$ cat src/sv/dlarws_pkg.sv
// ----------------------------------------------------------------------------
// dlarws_pkg : shared definitions of the random walk step unit
// Field widths, command and register codes, payload structs and the helper
// that turns a grid size register into its usable maximum coordinate.
// ----------------------------------------------------------------------------
package dlarws_pkg;

    // Coordinates and register widths
    localparam int COORD_W  = 6;
    localparam int GRID_W   = 7;
    localparam int MARGIN_W = 6;
    localparam int CODE_W   = 2;

    // Largest map the 6-bit coordinates can reach
    localparam int COORD_SPAN = 64;

    // Default module parameters
    localparam int DEF_MAX_COLUMNS = 64;
    localparam int DEF_MAX_ROWS    = 64;

    // Configuration port
    localparam int CFG_IDX_W  = 2;
    localparam int CFG_DATA_W = GRID_W;

    localparam logic [CFG_IDX_W-1:0] CFG_GRID_WIDTH  = 2'd0;
    localparam logic [CFG_IDX_W-1:0] CFG_GRID_HEIGHT = 2'd1;
    localparam logic [CFG_IDX_W-1:0] CFG_MARGIN      = 2'd2;

    localparam logic [GRID_W-1:0]   RST_GRID_WIDTH  = 7'd64;
    localparam logic [GRID_W-1:0]   RST_GRID_HEIGHT = 7'd64;
    localparam logic [MARGIN_W-1:0] RST_MARGIN      = 6'd4;

    // Command kinds
    localparam logic [CODE_W-1:0] KIND_STEP  = 2'd0;
    localparam logic [CODE_W-1:0] KIND_START = 2'd1;
    localparam logic [CODE_W-1:0] KIND_READ  = 2'd2;
    localparam logic [CODE_W-1:0] KIND_SPARE = 2'd3;

    // Move codes; the unused code means no move
    localparam logic [CODE_W-1:0] MOVE_DEC   = 2'd0;
    localparam logic [CODE_W-1:0] MOVE_HOLD  = 2'd1;
    localparam logic [CODE_W-1:0] MOVE_INC   = 2'd2;
    localparam logic [CODE_W-1:0] MOVE_SPARE = 2'd3;

    // Respawn corners
    localparam logic [CODE_W-1:0] CORNER_MIN_MIN = 2'd0;
    localparam logic [CODE_W-1:0] CORNER_MIN_MAX = 2'd1;
    localparam logic [CODE_W-1:0] CORNER_MAX_MAX = 2'd2;
    localparam logic [CODE_W-1:0] CORNER_MAX_MIN = 2'd3;

    typedef struct packed {
        logic [CODE_W-1:0]  kind;
        logic [CODE_W-1:0]  move_x_code;
        logic [CODE_W-1:0]  move_y_code;
        logic [CODE_W-1:0]  corner_pick;
        logic [COORD_W-1:0] pos_x;
        logic [COORD_W-1:0] pos_y;
    } t_cmd;

    typedef struct packed {
        logic               stuck;
        logic               cell_value;
        logic [COORD_W-1:0] cursor_x;
        logic [COORD_W-1:0] cursor_y;
    } t_result;

    // Walk domain of one axis and the wrapped next position
    typedef struct packed {
        logic [COORD_W-1:0] lo;
        logic [COORD_W-1:0] hi;
        logic [COORD_W-1:0] nxt;
    } t_axis;

    // Usable size minus one: register capped at the stored map, at least 1
    function automatic logic [COORD_W-1:0] eff_size_m1(
        input logic [GRID_W-1:0] sz_reg,
        input int                cap
    );
        int s;
        s = int'(sz_reg);
        if (s > cap) begin
            s = cap;
        end
        if (s < 1) begin
            s = 1;
        end
        return 6'(s - 1);
    endfunction

endpackage

$ cat src/sv/dlarws_map_mem.sv
// ----------------------------------------------------------------------------
// dlarws_map_mem : crystal map storage
// One word per column, one bit per row; one write and one registered read
// port.
// ----------------------------------------------------------------------------
module dlarws_map_mem #(
    parameter int DEPTH = dlarws_pkg::DEF_MAX_COLUMNS,
    parameter int WIDTH = dlarws_pkg::DEF_MAX_ROWS
) (
    input  logic                     i_clk,
    input  logic                     i_we,
    input  logic [$clog2(DEPTH)-1:0] i_waddr,
    input  logic [WIDTH-1:0]         i_wdata,
    input  logic [$clog2(DEPTH)-1:0] i_raddr,
    output logic [WIDTH-1:0]         o_rdata
);

    logic [WIDTH-1:0] r_mem [DEPTH];
    logic [WIDTH-1:0] r_rdata;

    always_ff @(posedge i_clk) begin
        if (i_we) begin
            r_mem[i_waddr] <= i_wdata;
        end
    end

    always_ff @(posedge i_clk) begin
        r_rdata <= r_mem[i_raddr];
    end

    assign o_rdata = r_rdata;

endmodule

$ cat src/sv/dlarws_axis.sv
// ----------------------------------------------------------------------------
// dlarws_axis : walk domain and wrapped move of one axis
// Widens the box by the margin, clips it to the grid and wraps a one-cell
// move to the opposite edge.
// ----------------------------------------------------------------------------
module dlarws_axis (
    input  logic [dlarws_pkg::COORD_W-1:0]  i_pos,
    input  logic [dlarws_pkg::CODE_W-1:0]   i_move,
    input  logic [dlarws_pkg::COORD_W-1:0]  i_box_min,
    input  logic [dlarws_pkg::COORD_W-1:0]  i_box_max,
    input  logic [dlarws_pkg::MARGIN_W-1:0] i_margin,
    input  logic [dlarws_pkg::COORD_W-1:0]  i_size_m1,
    output dlarws_pkg::t_axis               o_axis
);

    logic [dlarws_pkg::COORD_W-1:0] lo;
    logic [dlarws_pkg::COORD_W-1:0] hi;
    logic [dlarws_pkg::COORD_W:0]   hi_sum;
    // Positions below carry a bias of one so that minus one stays unsigned
    logic [dlarws_pkg::COORD_W:0]   pos_b;
    logic [dlarws_pkg::COORD_W:0]   lo_b;
    logic [dlarws_pkg::COORD_W:0]   hi_b;
    logic [dlarws_pkg::COORD_W:0]   step_b;

    always_comb begin
        lo     = (i_box_min >= i_margin) ? (i_box_min - i_margin) : '0;
        hi_sum = {1'b0, i_box_max} + {1'b0, i_margin};
        hi     = (hi_sum > {1'b0, i_size_m1}) ? i_size_m1 : hi_sum[dlarws_pkg::COORD_W-1:0];

        case (i_move)
            dlarws_pkg::MOVE_DEC:  step_b = 7'd0;
            dlarws_pkg::MOVE_INC:  step_b = 7'd2;
            default:               step_b = 7'd1;
        endcase

        pos_b = {1'b0, i_pos} + step_b;
        lo_b  = {1'b0, lo} + 7'd1;
        hi_b  = {1'b0, hi} + 7'd1;

        o_axis.lo = lo;
        o_axis.hi = hi;
        // Below the domain: jump to the top; above: jump to the bottom
        if (pos_b < lo_b) begin
            o_axis.nxt = hi;
        end else if (pos_b > hi_b) begin
            o_axis.nxt = lo;
        end else begin
            o_axis.nxt = 6'(pos_b - 7'd1);
        end
    end

endmodule

$ cat src/sv/dla_random_walk_step_unit.sv
// ----------------------------------------------------------------------------
// dla_random_walk_step_unit : diffusion-limited aggregation step engine
// Keeps a one-bit crystal map in a column-wide memory and a walking cursor
// with the crystal's bounding box; starts crystals, walks, attaches, reads.
// ----------------------------------------------------------------------------
//
//  Port group   Dir  Handshake            Payload
//  -----------  ---  -------------------  --------------------------------
//  command      in   start / busy         i_cmd    (dlarws_pkg::t_cmd)
//  result       out  o_valid, 1 cycle     o_result (dlarws_pkg::t_result)
//  config       in   i_cfg_wr_en          i_cfg_index, i_cfg_wdata
//
//  A command transfers on a rising edge with start high and busy low.
//  A walk step reads the map and then decides; when the cursor attaches it
//  also reads the cursor's column and writes it back. A read fetches the
//  column, then reports; an unused kind reports without leaving idle.
//  A start sweeps all min(MAX_COLUMNS, 64) columns of the map, one per cycle.
//  After reset the same sweep runs with busy high, without a result.
//  The result strobe is high for exactly one cycle; the receiver cannot
//  stall, and the next command may transfer in that same cycle.
// ----------------------------------------------------------------------------
module dla_random_walk_step_unit #(
    parameter int MAX_COLUMNS = dlarws_pkg::DEF_MAX_COLUMNS,
    parameter int MAX_ROWS    = dlarws_pkg::DEF_MAX_ROWS
) (
    input  logic                              i_clk,
    input  logic                              i_rst_n,
    input  logic                              start,
    output logic                              busy,
    input  dlarws_pkg::t_cmd                  i_cmd,
    output logic                              o_valid,
    output dlarws_pkg::t_result               o_result,
    input  logic                              i_cfg_wr_en,
    input  logic [dlarws_pkg::CFG_IDX_W-1:0]  i_cfg_index,
    input  logic [dlarws_pkg::CFG_DATA_W-1:0] i_cfg_wdata
);

    // Only the first 64 columns and rows are ever addressed
    localparam int COLS = (MAX_COLUMNS < dlarws_pkg::COORD_SPAN) ?
                          MAX_COLUMNS : dlarws_pkg::COORD_SPAN;
    localparam int ROWS = (MAX_ROWS < dlarws_pkg::COORD_SPAN) ?
                          MAX_ROWS : dlarws_pkg::COORD_SPAN;
    localparam int XW   = $clog2(COLS);
    localparam int YW   = $clog2(ROWS);
    localparam int CW   = dlarws_pkg::COORD_W;

    typedef enum logic [4:0] {
        ST_IDLE   = 5'b00001,
        ST_CLEAR  = 5'b00010,
        ST_CHECK  = 5'b00100,
        ST_ATTACH = 5'b01000,
        ST_READ   = 5'b10000
    } t_state;

    // Configuration registers
    logic [dlarws_pkg::GRID_W-1:0]   r_grid_width;
    logic [dlarws_pkg::GRID_W-1:0]   r_grid_height;
    logic [dlarws_pkg::MARGIN_W-1:0] r_margin;

    // Control and walk state
    t_state               r_state,   n_state;
    dlarws_pkg::t_cmd     r_cmd,     n_cmd;
    logic [CW-1:0]        r_nx,      n_nx;
    logic [CW-1:0]        r_ny,      n_ny;
    logic [CW-1:0]        r_wx,      n_wx;
    logic [CW-1:0]        r_wy,      n_wy;
    logic [CW-1:0]        r_bminx,   n_bminx;
    logic [CW-1:0]        r_bmaxx,   n_bmaxx;
    logic [CW-1:0]        r_bminy,   n_bminy;
    logic [CW-1:0]        r_bmaxy,   n_bmaxy;
    logic [XW-1:0]        r_clr_col, n_clr_col;
    logic                 r_seed_en, n_seed_en;
    logic                 r_valid,   n_valid;
    dlarws_pkg::t_result  r_out,     n_out;

    logic [CW-1:0]        w_m1;
    logic [CW-1:0]        h_m1;
    dlarws_pkg::t_axis    ax_x;
    dlarws_pkg::t_axis    ax_y;

    logic                 mem_we;
    logic [XW-1:0]        mem_waddr;
    logic [ROWS-1:0]      mem_wdata;
    logic [XW-1:0]        mem_raddr;
    logic [ROWS-1:0]      mem_rdata;
    logic [CW-1:0]        rd_col;
    logic                 hit;

    function automatic logic col_ok(input logic [CW-1:0] x);
        return {1'b0, x} < 7'(COLS);
    endfunction

    function automatic logic row_ok(input logic [CW-1:0] y);
        return {1'b0, y} < 7'(ROWS);
    endfunction

    function automatic logic [ROWS-1:0] row_bit(input logic [CW-1:0] y);
        logic [ROWS-1:0] v;
        v = '0;
        if (row_ok(y)) begin
            v[y[YW-1:0]] = 1'b1;
        end
        return v;
    endfunction

    // Map bit of a column word; cells off the stored map read as clear
    function automatic logic word_bit(
        input logic [ROWS-1:0] word,
        input logic [CW-1:0]   x,
        input logic [CW-1:0]   y
    );
        return col_ok(x) && row_ok(y) && word[y[YW-1:0]];
    endfunction

    // ------------------------------------------------------------------
    // Configuration: plain writes, unknown indexes dropped
    // ------------------------------------------------------------------
    always_ff @(posedge i_clk) begin
        if (!i_rst_n) begin
            r_grid_width  <= dlarws_pkg::RST_GRID_WIDTH;
            r_grid_height <= dlarws_pkg::RST_GRID_HEIGHT;
            r_margin      <= dlarws_pkg::RST_MARGIN;
        end else if (i_cfg_wr_en) begin
            case (i_cfg_index)
                dlarws_pkg::CFG_GRID_WIDTH:  r_grid_width  <= i_cfg_wdata;
                dlarws_pkg::CFG_GRID_HEIGHT: r_grid_height <= i_cfg_wdata;
                dlarws_pkg::CFG_MARGIN:      r_margin      <= i_cfg_wdata[dlarws_pkg::MARGIN_W-1:0];
                default: ;
            endcase
        end
    end

    assign w_m1 = dlarws_pkg::eff_size_m1(r_grid_width, COLS);
    assign h_m1 = dlarws_pkg::eff_size_m1(r_grid_height, ROWS);

    // ------------------------------------------------------------------
    // Domain and wrap of each axis; the box registers feed them, so in the
    // attach cycle they already give the corners of the grown domain
    // ------------------------------------------------------------------
    dlarws_axis u_axis_x (
        .i_pos     (r_wx),
        .i_move    (i_cmd.move_x_code),
        .i_box_min (r_bminx),
        .i_box_max (r_bmaxx),
        .i_margin  (r_margin),
        .i_size_m1 (w_m1),
        .o_axis    (ax_x)
    );

    dlarws_axis u_axis_y (
        .i_pos     (r_wy),
        .i_move    (i_cmd.move_y_code),
        .i_box_min (r_bminy),
        .i_box_max (r_bmaxy),
        .i_margin  (r_margin),
        .i_size_m1 (h_m1),
        .o_axis    (ax_y)
    );

    dlarws_map_mem #(
        .DEPTH (COLS),
        .WIDTH (ROWS)
    ) u_map (
        .i_clk   (i_clk),
        .i_we    (mem_we),
        .i_waddr (mem_waddr),
        .i_wdata (mem_wdata),
        .i_raddr (mem_raddr),
        .o_rdata (mem_rdata)
    );

    // Clamp the read column so the memory is never addressed past its end
    assign mem_raddr = col_ok(rd_col) ? rd_col[XW-1:0] : '0;
    assign hit       = word_bit(mem_rdata, r_nx, r_ny);

    // ------------------------------------------------------------------
    // Sequencer
    // ------------------------------------------------------------------
    always_comb begin
        n_state   = r_state;
        n_cmd     = r_cmd;
        n_nx      = r_nx;
        n_ny      = r_ny;
        n_wx      = r_wx;
        n_wy      = r_wy;
        n_bminx   = r_bminx;
        n_bmaxx   = r_bmaxx;
        n_bminy   = r_bminy;
        n_bmaxy   = r_bmaxy;
        n_clr_col = r_clr_col;
        n_seed_en = r_seed_en;
        n_valid   = 1'b0;
        n_out     = r_out;
        mem_we    = 1'b0;
        mem_waddr = r_clr_col;
        mem_wdata = '0;
        rd_col    = r_wx;

        case (r_state)
            ST_IDLE: begin
                // Fetch the target column of a step, or the column to read
                rd_col = (i_cmd.kind == dlarws_pkg::KIND_READ) ? i_cmd.pos_x : ax_x.nxt;
                if (start) begin
                    n_cmd = i_cmd;
                    n_nx  = ax_x.nxt;
                    n_ny  = ax_y.nxt;
                    case (i_cmd.kind)
                        dlarws_pkg::KIND_STEP: begin
                            n_state = ST_CHECK;
                        end
                        dlarws_pkg::KIND_READ: begin
                            n_state = ST_READ;
                        end
                        dlarws_pkg::KIND_START: begin
                            // Saturate the seed into the grid; cursor and
                            // box collapse onto it
                            n_wx      = (i_cmd.pos_x > w_m1) ? w_m1 : i_cmd.pos_x;
                            n_wy      = (i_cmd.pos_y > h_m1) ? h_m1 : i_cmd.pos_y;
                            n_bminx   = n_wx;
                            n_bmaxx   = n_wx;
                            n_bminy   = n_wy;
                            n_bmaxy   = n_wy;
                            n_seed_en = 1'b1;
                            n_clr_col = '0;
                            n_state   = ST_CLEAR;
                        end
                        default: begin
                            // Unused kind: report the cursor, change nothing
                            n_valid = 1'b1;
                            n_out   = '{stuck: 1'b0, cell_value: 1'b0,
                                        cursor_x: r_wx, cursor_y: r_wy};
                        end
                    endcase
                end
            end

            ST_CLEAR: begin
                // Wipe one column per cycle, planting the seed on the way
                mem_we    = 1'b1;
                mem_waddr = r_clr_col;
                if (r_seed_en && (6'(r_clr_col) == r_wx) && col_ok(r_wx)) begin
                    mem_wdata = row_bit(r_wy);
                end
                if (r_clr_col == XW'(COLS - 1)) begin
                    n_state = ST_IDLE;
                    n_valid = r_seed_en;
                    n_out   = '{stuck: 1'b0, cell_value: 1'b0,
                                cursor_x: r_wx, cursor_y: r_wy};
                end else begin
                    n_clr_col = r_clr_col + 1'b1;
                end
            end

            ST_CHECK: begin
                // Target column is back; fetch the cursor's column in case
                // it has to join the crystal
                rd_col = r_wx;
                if (hit) begin
                    if (r_wx < r_bminx) n_bminx = r_wx;
                    if (r_wx > r_bmaxx) n_bmaxx = r_wx;
                    if (r_wy < r_bminy) n_bminy = r_wy;
                    if (r_wy > r_bmaxy) n_bmaxy = r_wy;
                    n_state = ST_ATTACH;
                end else begin
                    n_wx    = r_nx;
                    n_wy    = r_ny;
                    n_valid = 1'b1;
                    n_out   = '{stuck: 1'b0, cell_value: 1'b0,
                                cursor_x: r_nx, cursor_y: r_ny};
                    n_state = ST_IDLE;
                end
            end

            ST_ATTACH: begin
                // Set the cursor cell, then respawn at the chosen corner of
                // the grown domain
                mem_we    = col_ok(r_wx) && row_ok(r_wy);
                mem_waddr = r_wx[XW-1:0];
                mem_wdata = mem_rdata | row_bit(r_wy);
                case (r_cmd.corner_pick)
                    dlarws_pkg::CORNER_MIN_MIN: begin
                        n_wx = ax_x.lo;
                        n_wy = ax_y.lo;
                    end
                    dlarws_pkg::CORNER_MIN_MAX: begin
                        n_wx = ax_x.lo;
                        n_wy = ax_y.hi;
                    end
                    dlarws_pkg::CORNER_MAX_MAX: begin
                        n_wx = ax_x.hi;
                        n_wy = ax_y.hi;
                    end
                    default: begin
                        // max column, min row
                        n_wx = ax_x.hi;
                        n_wy = ax_y.lo;
                    end
                endcase
                n_valid = 1'b1;
                n_out   = '{stuck: 1'b1, cell_value: 1'b0,
                            cursor_x: n_wx, cursor_y: n_wy};
                n_state = ST_IDLE;
            end

            ST_READ: begin
                n_valid = 1'b1;
                n_out   = '{stuck: 1'b0,
                            cell_value: word_bit(mem_rdata, r_cmd.pos_x, r_cmd.pos_y),
                            cursor_x: r_wx, cursor_y: r_wy};
                n_state = ST_IDLE;
            end

            default: begin
                n_state = ST_IDLE;
            end
        endcase
    end

    // Control state; reset starts the clearing sweep without a seed
    always_ff @(posedge i_clk) begin
        if (!i_rst_n) begin
            r_state   <= ST_CLEAR;
            r_clr_col <= '0;
            r_seed_en <= 1'b0;
            r_valid   <= 1'b0;
            r_wx      <= '0;
            r_wy      <= '0;
            r_bminx   <= '0;
            r_bmaxx   <= '0;
            r_bminy   <= '0;
            r_bmaxy   <= '0;
        end else begin
            r_state   <= n_state;
            r_clr_col <= n_clr_col;
            r_seed_en <= n_seed_en;
            r_valid   <= n_valid;
            r_wx      <= n_wx;
            r_wy      <= n_wy;
            r_bminx   <= n_bminx;
            r_bmaxx   <= n_bmaxx;
            r_bminy   <= n_bminy;
            r_bmaxy   <= n_bmaxy;
        end
    end

    // Payload: hold the latched command and the result word
    always_ff @(posedge i_clk) begin
        r_cmd <= n_cmd;
        r_nx  <= n_nx;
        r_ny  <= n_ny;
        r_out <= n_out;
    end

    assign busy     = (r_state != ST_IDLE);
    assign o_valid  = r_valid;
    assign o_result = r_out;

endmodule
$ cat config.mk
export PLATFORM = sky130hd
export DESIGN_NAME = dla_random_walk_step_unit
export DESIGN_NICKNAME = d
export VERILOG_FILES = /design/src/sv/dlarws_pkg.sv /design/src/sv/dlarws_map_mem.sv /design/src/sv/dlarws_axis.sv /design/src/sv/dla_random_walk_step_unit.sv
export SDC_FILE = /design/constraint.sdc
export NUM_CORES = 2
export LEC_CHECK = 0
export CAP_MARGIN = 0
export CORE_ASPECT_RATIO = 0.9
export CORE_MARGIN = 2
export CORE_UTILIZATION = 44
export CTS_BUF_LIST = sky130_fd_sc_hd__clkbuf_16
export CTS_CLUSTER_SIZE = 24
export DETAILED_ROUTE_END_ITERATION = 8
export DONT_BUFFER_PORTS = 1
export PLACE_DENSITY = 0.58
export SYNTH_ARGS = -nofsm -noshare
export SYNTH_HDL_FRONTEND = slang
export SYNTH_SLANG_ARGS = --single-unit
$ cat constraint.sdc
create_clock -name i_clk -period 9.6 [get_ports i_clk]
set_input_delay 0.48 -clock i_clk [delete_from_list [all_inputs] [get_ports i_clk]]
set_output_delay 0.48 -clock i_clk [all_outputs]
set_load 0.01 [all_outputs]
==> impl_metrics.ini <==
[sta]
drv_slew = 0
relSlewSlack_pct = 3.49
max_freq_mhz = 109
tightest_slew_ps = 1440
fin_tns_setup_ps = 0
finClkSkew_ps = 51.7
finalCriticalPeriod_ps = 9180
setup_viol = 0
period_share_pct = 95.7
worst_slack_ps = 416
rsz0062_at_grt = no
hold_violations = 0

[cts]
cts_root_buf = clkbuf_16
cts-buffers-inserted = 428
path_clk_slew_ps = 60
worstSkewPairLatency_ps = 990
clkSinkCount = 4263
cts_tree = built
htree_levels = 5
cts_buffer_depth = 4

[setup_path]
startpoint = r_margin[1]
cp-start-kind = flip-flop
r2r-end = u_map.o_rdata[29]
worst_path_max_delay_cell = nor4_1
path_class = flip-flop to flip-flop
arrival_ps = 9970
worstPathMaxFanout = 31
cp.required_ps = 10390
crit_path_end = u_map.o_rdata[29]
rr_worst_depth = 30
r2r_setup_slack_ps = 420
slowest_delay_ps = 890
crit_path_end_kind = flip-flop
r2r-start = r_margin[1]

[route]
first_pass_iters = 8
vias = 104409
drc = 0
drt.antenna.violating_nets = 0
wl_per_cell_um = 35.4
vias_per_cell = 6.43
wl_um = 574000
drtIter0Drc = 15784

[placement]
hpwl_um = 303000
portBuffers = 0
gp_congestion = 0.880
place_ws_ps = 240

[floorplanning]
fp.dieArea_um2 = 395000
start_util_pct = 44.2
rows = 217
ioPinCount = 49
die_h_um = 597
core_um2 = 389000
fp.dieW_um = 663

[yosys]
synth_top_area_share_pct = 72.2
synth.distinct_cells = 92
synth_area_per_cell_um2 = 16.3
synthFlopType = edfxtp_1
synthCells = 10545
synth_seq_cells = 4263
yosysTopAreaCell = edfxtp_1
async_flop_share_pct = 0
syn_nets = 10693
syn-cell-area_um2 = 172000
synth_edf_count = 4130
ys_seq_area_share_pct = 73.7
yosysWarnings = 0
synth_area_leaders = edfxtp_1, mux2i_1, mux4_2, nand2_1, a211oi_1

[cells_and_area]
final_nets = 10872
layout-drive-gt1-share_pct = 14.7
final_common_cell = edfxtp_1
area_growth_syn_to_layout_pct = 13.1
final_core_util_pct = 50.0
final_cell_mix = edfxtp_1, nand2_1, mux2i_1, nand3_1, clkbuf_16

[global_route]
grt_pass1_wl_um = 790000
antenna_found_initial = 31
grt_usage_pct = 28.2
grt_pass1_vias = 98530
grt_max_degree = 117
gr-total-overflow = 0

[power]
power_density_nw_per_um2 = 190
power_leakage_nw = 66.9
ir_worst_vdd_mv = 0.151

[min_path]
hp-start = i_cfg_index[1]
hold_class = input port to flip-flop

[run]
cap_violations = 0

[run_status]
status = completed
layout make-up:
type | count | area (µm²)
clock buffers | 433 | 10800
well taps | 5146 | 6440
repair buffers | 450 | 4740
flip-flops and latches | 4263 | 127000
fillers | 31750 | 194000
clock inverters | 360 | 2570
diodes | 9 | 22.5
multi-input cells | 5486 | 42600
inverters | 95 | 358
report_power, final:
part | leakage (nW) | total, mW | switching (mW) | internal (mW)
Sequential | 42.6 | 20.3 | 0.121 | 20.2
Combinational | 17.4 | 0.531 | 0.336 | 0.195
Clock | 6.97 | 16.1 | 7.16 | 8.97
Total | 66.9 | 37.0 | 7.62 | 29.4
cell families after synthesis:
family / synth area share (%)
buffers and inverters: 2.08
adder cells (fa/ha/maj): 0.864
multiplexers: 8.83
flip-flops: 73.7
AO/OA/AOI/OAI: 7.27
XOR/XNOR: 0.315
AND/OR/NAND/NOR: 6.90
worst min-delay path by stage:
stage / endpoint / slack, ps / depth (start not counted)
floorplan: r_seed_en / 440 / 2
global placement: r_seed_en / 440 / 2
detailed placement: r_seed_en / 450 / 2
CTS: r_ny[0] / 60 / 4
global route: r_margin[2] / 130 / 3
finish: r_margin[2] / 90 / 3
metal layers:
layer | routed length, µm | global-route usage, % | up-vias
met5 | 276 | 0.423 | -
met4 | 24500 | 10.7 | 8
met3 | 67400 | 6.48 | 1178
met2 | 258000 | 43.2 | 6740
met1 | 225000 | 39.5 | 54146
li1 | - | - | 42337
cells in the mapped netlist (24+ instances only):
master	number
mux2_2	88
nand2b_1	24
a211oi_1	390
buf_1	48
nand2_1	1130
nor4_1	72
a2111oi_0	70
a2111oi_2	55
mux4_2	292
mux2i_1	759
o21ai_0	129
xnor2_1	41
o22ai_1	190
a22o_1	34
o211ai_1	48
nor2_1	190
buf_2	190
edfxtp_1	4130
dfxtp_1	133
a221oi_1	123
o221ai_1	61
nor4_2	55
and3_1	330
clkbuf_1	419
inv_1	93
o21a_1	24
nor2b_1	26
o31a_1	112
ha_1	109
nand3_1	533
a21o_1	39
a21oi_1	317
worst max-delay path, delay by kind of cell, from the launching register on:
family          cells  cell delay [ps]
compound gates     15             3770
xor+xnor            1              120
fa+ha+maj           3              890
buf+inv             2              910
flops               1              340
simple gates        9             2900
registers in the layout (all words and copies together) (netlist names):
register / flops
r_grid_width: 7
r_bminy: 6
r_state: 5
u_map.r_mem: 4096
r_ny: 6
r_grid_height: 7
r_bmaxy: 6
u_map.o_rdata: 64
r_bminx: 6
r_wx: 6
r_cmd: 8
o_result: 14
r_wy: 6
r_clr_col: 6
r_bmaxx: 6
r_seed_en: 1
r_margin: 6
r_nx: 6
o_valid: 1
through the flow:
stage | hold slack, ps | std cells | total power [mW] | instance area (µm²)
2_1_floorplan | 435 | 10545 | 20.9 | 172000
3_3_place_gp | 443 | 15403 | 21.2 | 180000
3_5_place_dp | 451 | 15403 | 21.2 | 180000
4_1_cts | 55.2 | 16227 | 37.1 | 194000
5_1_grt | 130 | 16238 | 37.9 | 194000
6_report | 85.5 | 16242 | 37.0 | 194000
repair_timing:
action,in CTS,in global routing
resized for setup,0,4
setup endpoints to repair,0,30
setup buffers,0,4
hold buffers,31,0
hold endpoints to repair,80,0
Note: power is estimated with default switching activity, not from simulation.
